## config.mk

```make
export PLATFORM = sky130hd
export DESIGN_NAME = lrgc_axis_scale
export DESIGN_NICKNAME = d
export VERILOG_FILES = /design/src/hdl/lrgc_pkg.sv /design/src/hdl/lrgc_axis_scale.sv
export SDC_FILE = /design/constraint.sdc
export NUM_CORES = 2
export LEC_CHECK = 0
export CAP_MARGIN = 10
export CORE_AREA = 2 2 428 430
export DETAILED_ROUTE_END_ITERATION = 8
export DIE_AREA = 0 0 430 432
export DONT_BUFFER_PORTS = 1
export PLACE_DENSITY = 0.5
export SETUP_SLACK_MARGIN = 0.4
export SKIP_CTS_REPAIR_TIMING = 1
export SLEW_MARGIN = 20
export SYNTH_ARGS = -nofsm -noshare
export SYNTH_HDL_FRONTEND = slang
export SYNTH_SLANG_ARGS = --single-unit
```

## constraint.sdc

```tcl
create_clock -name i_clk -period 12.43 [get_ports i_clk]
set_input_delay 1.243 -clock i_clk [delete_from_list [all_inputs] [get_ports i_clk]]
set_output_delay 1.243 -clock i_clk [all_outputs]
set_load 0.01 [all_outputs]
```

## src/hdl/lrgc_pkg.sv

```systemverilog
// Shared types and constants for the lidar return to grid cell block.
// No dependencies; used by every module under hdl/.
package lrgc_pkg;

    // CORDIC datapath widths: x/y carry range*256 times the CORDIC gain.
    localparam int XW     = 27;
    localparam int ZW     = 17;
    localparam int ITERS  = 14;
    // Q8 cell coordinate out of the scaler, before the offset is added.
    localparam int CW     = 26;
    localparam int OFS_W  = 24;
    localparam int CNT_W  = 12;
    localparam int SCALE_STAGES = 4;

    localparam logic signed [ZW-1:0] ATAN_TAB [ITERS] = '{
        17'sd8192, 17'sd4836, 17'sd2555, 17'sd1297, 17'sd651, 17'sd326, 17'sd163,
        17'sd81,   17'sd41,   17'sd20,   17'sd10,   17'sd5,   17'sd3,   17'sd1
    };

    // Cell scaling: floor(v * 39797 * cpm / (2^27 * 125)).
    // The divide by 125 runs on a biased, non-negative value through a
    // reciprocal that is exact for operands below 2^31.
    localparam logic [15:0] CELL_GAIN   = 16'd39797;
    localparam logic [29:0] DIV_BIAS    = 30'd1048576000;   // 125 * 2^23
    localparam logic [31:0] RECIP_125   = 32'd2199023256;   // ceil(2^38 / 125)
    localparam int          RECIP_SHIFT = 38;
    localparam logic signed [CW-1:0] QUOT_BIAS = 26'sd8388608;  // DIV_BIAS / 125

    // Quadrant codes after the +45 degree fold.
    localparam logic [1:0] QUAD_0   = 2'd0;
    localparam logic [1:0] QUAD_90  = 2'd1;
    localparam logic [1:0] QUAD_180 = 2'd2;
    localparam logic [1:0] QUAD_270 = 2'd3;

    typedef enum logic [3:0] {
        CFG_START_HEADING = 4'd0,
        CFG_HEADING_STEP  = 4'd1,
        CFG_RANGE_MIN     = 4'd2,
        CFG_RANGE_MAX     = 4'd3,
        CFG_CELLS_PER_M   = 4'd4,
        CFG_OFFSET_X      = 4'd5,
        CFG_OFFSET_Y      = 4'd6,
        CFG_CELL_COUNT    = 4'd7
    } t_cfg_idx;

    typedef struct packed {
        logic       valid;
        logic       range_ok;
        logic       last;
        logic [1:0] quad;
    } t_side;

    typedef struct packed {
        logic             hit;
        logic [CNT_W-1:0] col;
        logic [CNT_W-1:0] row;
        logic             scan_end;
    } t_result;

endpackage

```

## src/hdl/lrgc_axis_scale.sv

```systemverilog
// Four-stage scaler: CORDIC units to Q8 cells, floor(v*39797*cpm/16777216000).
// Depends on lrgc_pkg for widths and scaling constants.
module lrgc_axis_scale (
    input  logic                          i_clk,
    input  logic                          i_en,
    input  logic signed [lrgc_pkg::XW-1:0] i_v,
    input  logic        [15:0]            i_cpm,
    output logic signed [lrgc_pkg::CW-1:0] o_c
);

    logic signed [43:0] r_p, n_p;
    logic signed [39:0] r_ahi, n_ahi;
    logic        [36:0] r_alo, n_alo;
    logic signed [61:0] w_sum;
    logic        [30:0] r_m;
    logic        [62:0] w_prod;
    logic signed [lrgc_pkg::CW-1:0] r_c, n_c;

    assign n_p = i_v * $signed({1'b0, i_cpm});

    // Split the 44-bit product so each gain multiply stays narrow.
    assign n_ahi = $signed(r_p[43:21]) * $signed({1'b0, lrgc_pkg::CELL_GAIN});
    assign n_alo = r_p[20:0] * lrgc_pkg::CELL_GAIN;

    // Recombine, add the divide bias and floor by 2^27 (mm to m share + Q8).
    assign w_sum = (62'(r_ahi) <<< 21) + $signed({25'b0, r_alo})
                 + $signed({5'b0, lrgc_pkg::DIV_BIAS, 27'b0});

    assign w_prod = r_m * lrgc_pkg::RECIP_125;
    assign n_c    = $signed({1'b0, w_prod[62:lrgc_pkg::RECIP_SHIFT]}) - lrgc_pkg::QUOT_BIAS;

    always_ff @(posedge i_clk) begin
        if (i_en) begin
            r_p   <= n_p;
            r_ahi <= n_ahi;
            r_alo <= n_alo;
            r_m   <= w_sum[57:27];
            r_c   <= n_c;
        end
    end

    assign o_c = r_c;

endmodule

```

### After elaboration in Yosys (flattened, before gate mapping)

Index checks and enable logic that the tools add are counted.

| operators by class | value |
|---|---|
| add/sub/neg operators | 3 |
| multiply operators | 4 |

Operator list:

| cell | number |
|---|---|
| $mul A31 B29 Y60 const B | 1 |
| $add A58 B38 Y58 | 1 |
| $add A58 B58 Y58 const B | 1 |
| $mul A27 B17 Y44 | 1 |
| $mul A21 B16 Y37 const B | 1 |
| $mul A23 B17 Y37 const B | 1 |
| $sub A25 B24 Y26 const B | 1 |

| word-level totals | value |
|---|---|
| logic and storage cells | 12 |
| register bits after elaboration | 175 |

### Logic depth before layout (Yosys ltp)

| depth | value |
|---|---|
| depth after elaboration | 2 |
| mapped depth | 29 |
| mapped depth without buffers | 29 |

### Least setup slack after synthesis

Ideal clock, no wire load.

| path | value |
|---|---|
| path type | input to register |
| from | in i_cpm[7] |
| to | reg r_p[26] (data pin) |
| data arrival time | 7.004 ns |
| path buffers | 2 |
| stages | 24 |
| setup slack | 5.168 ns |
| setup time | 0.258 ns |
| cells stage by stage | clkbuf_1 clkbuf_1 nand2_1 fa_1 inv_1 fa_1 inv_1 fa_1 inv_1 fa_1 inv_1 fa_1 inv_1 fa_1 ha_1 nand2_1 nor2_1 a211oi_1 nand3b_1 o21ai_1 o31ai_1 or4_1 a21oi_1 xnor2_1 |

| between the ends | value |
|---|---|
| longest elaborated chain between the ends | 1 |

Ends and longest elaborated chain:

| element | RTL line | RTL |
|---|---|---|
| start: declaration | lrgc_axis_scale.sv:7 | `input logic [15:0] i_cpm,` |
| $mul A27 B17 Y44 | lrgc_axis_scale.sv:19 | `assign n_p = i_v * $signed({1'b0, i_cpm});` |
| named net n_p[26] | lrgc_axis_scale.sv:11 | `logic signed [43:0] r_p, n_p;` |
| end signal: assignment | lrgc_axis_scale.sv:34 | `r_p <= n_p;` |
| end: declaration | lrgc_axis_scale.sv:11 |  |

The timed path passes the listed nets, and every way through them passes these cells.
A chain may end at the register's enable or synchronous reset.

### Worst setup path after layout

| path | value |
|---|---|
| from | reg r_m[17] |
| to | reg r_c, in the netlist o_c[24] (data pin) |

| between the ends | value |
|---|---|
| longest elaborated chain between the ends | 2 |

Ends and longest elaborated chain:

| element | RTL line | RTL |
|---|---|---|
| start: declaration | lrgc_axis_scale.sv:15 | `logic [30:0] r_m;` |
| start signal: assignment | lrgc_axis_scale.sv:37 | `r_m <= w_sum[57:27];` |
| $mul A31 B29 Y60 | lrgc_axis_scale.sv:29 | `assign w_prod = r_m * lrgc_pkg::RECIP_125;` |
| $sub A25 B24 Y26 | lrgc_axis_scale.sv:30 | `assign n_c = $signed({1'b0, w_prod[62:lrgc_pkg::RECIP_SHIFT]}) - lrgc_pkg::QUOT_BIAS;` |
| named net n_c, one bit | lrgc_axis_scale.sv:17 | `logic signed [lrgc_pkg::CW-1:0] r_c, n_c;` |
| end signal: assignment | lrgc_axis_scale.sv:38 | `r_c <= n_c;` |
| end: declaration | lrgc_axis_scale.sv:17 |  |

The timed path passes the listed nets, and every way through them passes these cells.

==> impl_results.md <==
- Non-filler cells, final: 7225
- Crit Path Max Fanout: 10
- DRT Wirelength: 113000 um
- Clock sink count: 154
- DRC: 0
- RSZ-0062 raised after global routing: no
- Skew final: 0.0298 ns
- # fillers: 19000
- Max_cap viols: 0
- Number of global-route vias before repair: 34600
- Initial antenna violation count: 0
- First-pass GRT wire length: 187000 um
- Max_slew headroom: 43.5%
- Seq/Total Area, Yosys: 9.51%
- Tightest Pin Transition: 0.837 ns
- Num CTS Buffers: 17
- Ant. Diodes: 0
- Data required, critical path: 12.69 ns
- Post-synth EDFFs: 154
- Yosys cell types: 69
- Htree depth: 4
- Placed Cells: 7194
- Final setup vio count: 0
- Status: complete, no violations
- Worst Setup End Kind: flip-flop
- Routed len/inst: 15.6 um
- Mapped cell area: 0.0486 mm^2
- Die ar.: 0.186 mm^2
- Largest net degree at the start of global routing: 155
- DRT Pass-1 Iters: 5
- Synth async-reset ratio: 0%
- Worst-Skew Late Latency: 0.51 ns
- Yosys warnings: 0
- Die Wd: 430 um
- I/O pins: 71
- Syn nets: 6761
- Crit path launch type: flip-flop
- Vias: 30600
- Layout cells sized above 1: 1.03%
- Global-route usage over all layers: 12.6%
- Std cell rows: 157
- TritonCTS clock tree: yes
- Root Buffer: clkbuf_16
- Register bit total from synthesis: 154
- Commonest cells post-synth: inv_1 (1535), fa_1 (1023), ha_1 (808)
- Register area: 0.00462 mm^2
- Period Utilization, post-route: 63.7%
- Nets: 6704
- Area of the multi-input gates: 0.0380 mm^2
- Largest cells by area after synthesis: fa_1 (42%), ha_1 (21%), inv_1 (12%), edfxtp_1 (9.5%), nand2_1 (2.7%)
- Fin. Hold Viols: 0
- Worst min path class: reg -> reg
- Die height: 432 um
- Post-DRT Antenna Nets: 0
- Setup CP Type: reg -> reg
- RD Place Congestion: 0.867
- Hpwl dp: 98100 um
- Area Growth Syn to Fin: 6.82%
- Setup TNS: 0 ns
- Largest area contributor in the netlist: fa_1
- Number of I/O port buffers: 0
- Synth Area per Inst: 9.96 um^2
- Total grt overflow: 0
- Highest clock rate: 126 MHz
- Max-slew violation count: 0
- Vias/cell: 4.23
- Worst-path clk slew: 0.08 ns
- Yosys top cell area share: 42.1%
- Min Tclk post-route: 7.92 ns
- Main synth FF type: edfxtp_1
- Syn Inst Count: 4885
- CP arrival: 8.17 ns
- Core area: 0.182 mm^2
- Top-count cell post-synth: inv_1
- Initial drt markers: 1083
- Longest Clk Path Bufs: 2
- Starting density of the core: 26.8%
[per-layer routing]
metal  wire (um)  up-vias  track usage, %  share of wire, %
li1            -    14600               -                 -
met1       53700    15400            17.1                48
met2       53300      448            21.5                47
met3        3970       72            1.66               3.5
met4        1630        0            2.42               1.4
met5           0        -               0                 0
[cell families (layout without fill, tap and decap cells)]
family	after synthesis	after routing	share of synthesized area [%]
xor+xnor	138	138	2.48
compound gates	392	392	5.20
buf+inv	1613	1568	12.5
fa+ha+maj	1831	1831	62.9
flops	154	154	9.51
simple gates	757	757	7.46
[layout make-up]
type                       count  share of cell area, %
tap                         2385                   5.74
timing repair buffer           2                 0.0289
clock buffer                  18                  0.826
multi-input combinational   3118                   73.0
inverter                    1535                   11.1
clock inverter                13                  0.366
sequential                   154                   8.90
[cell usage in the layout (no fill, tap or decap), types with 21 or more instances in the layout]
master / count
a21oi_1: 124
xor2_1: 37
inv_1: 1535
nor2b_1: 26
edfxtp_1: 154
ha_1: 808
o21ai_0: 77
nor2_1: 81
and2_1: 151
nand3_1: 37
fa_1: 1023
o21a_1: 22
nand4_1: 21
xnor2_1: 101
a21o_1: 51
nor3_1: 30
nand2_1: 350
[final timing paths]
check	startpoint	to	slack [ns]	cells after the start
max	r_m[17]$_DFFE_PP_	o_c[24]$_DFFE_PP_	4.51	23
min	r_ahi[26]$_DFFE_PP_	r_m[20]$_DFFE_PP_	0.56	1
max reg2reg	r_m[17]$_DFFE_PP_	o_c[24]$_DFFE_PP_	4.51	23
min reg2reg	r_ahi[26]$_DFFE_PP_	r_m[20]$_DFFE_PP_	0.56	1
[registers in the layout, summed over array words and instances (netlist names)]
signal	flops
o_c	26
r_p	44
r_alo	16
r_m	31
r_ahi	37
[critical path, stage by stage, from the launching register on]
cell      delay, ns
edfxtp_1       0.74
ha_1           0.36
fa_1           0.41
fa_1           0.50
inv_1          0.05
fa_1           0.47
inv_1          0.06
fa_1           0.48
fa_1           0.48
fa_1           0.52
inv_1          0.05
fa_1           0.48
inv_1          0.04
ha_1           0.36
nand4_1        0.27
nor3_2         0.29
o211ai_1       0.13
o21ai_2        0.36
a31o_4         0.28
a41oi_4        0.17
or4_1          0.54
a32o_1         0.29
ha_1           0.28
inv_1          0.03
[through the flow]
step	worst slack [ns]	cell area, um^2	utilization [%]	hold WS [ns]
final	4.51	52000	28.6	0.558
after global placement	4.54	51300	28.3	0.548
after floorplan	5.17	48600	-	0.513
after CTS	4.49	52000	28.6	0.572
after global routing	4.17	52000	28.6	0.603
after detailed placement	4.49	51300	28.3	0.558
Power is left out: the tool's default activity adds up to more than one toggle a clock period on the data nets, which glitch-free logic cannot reach.
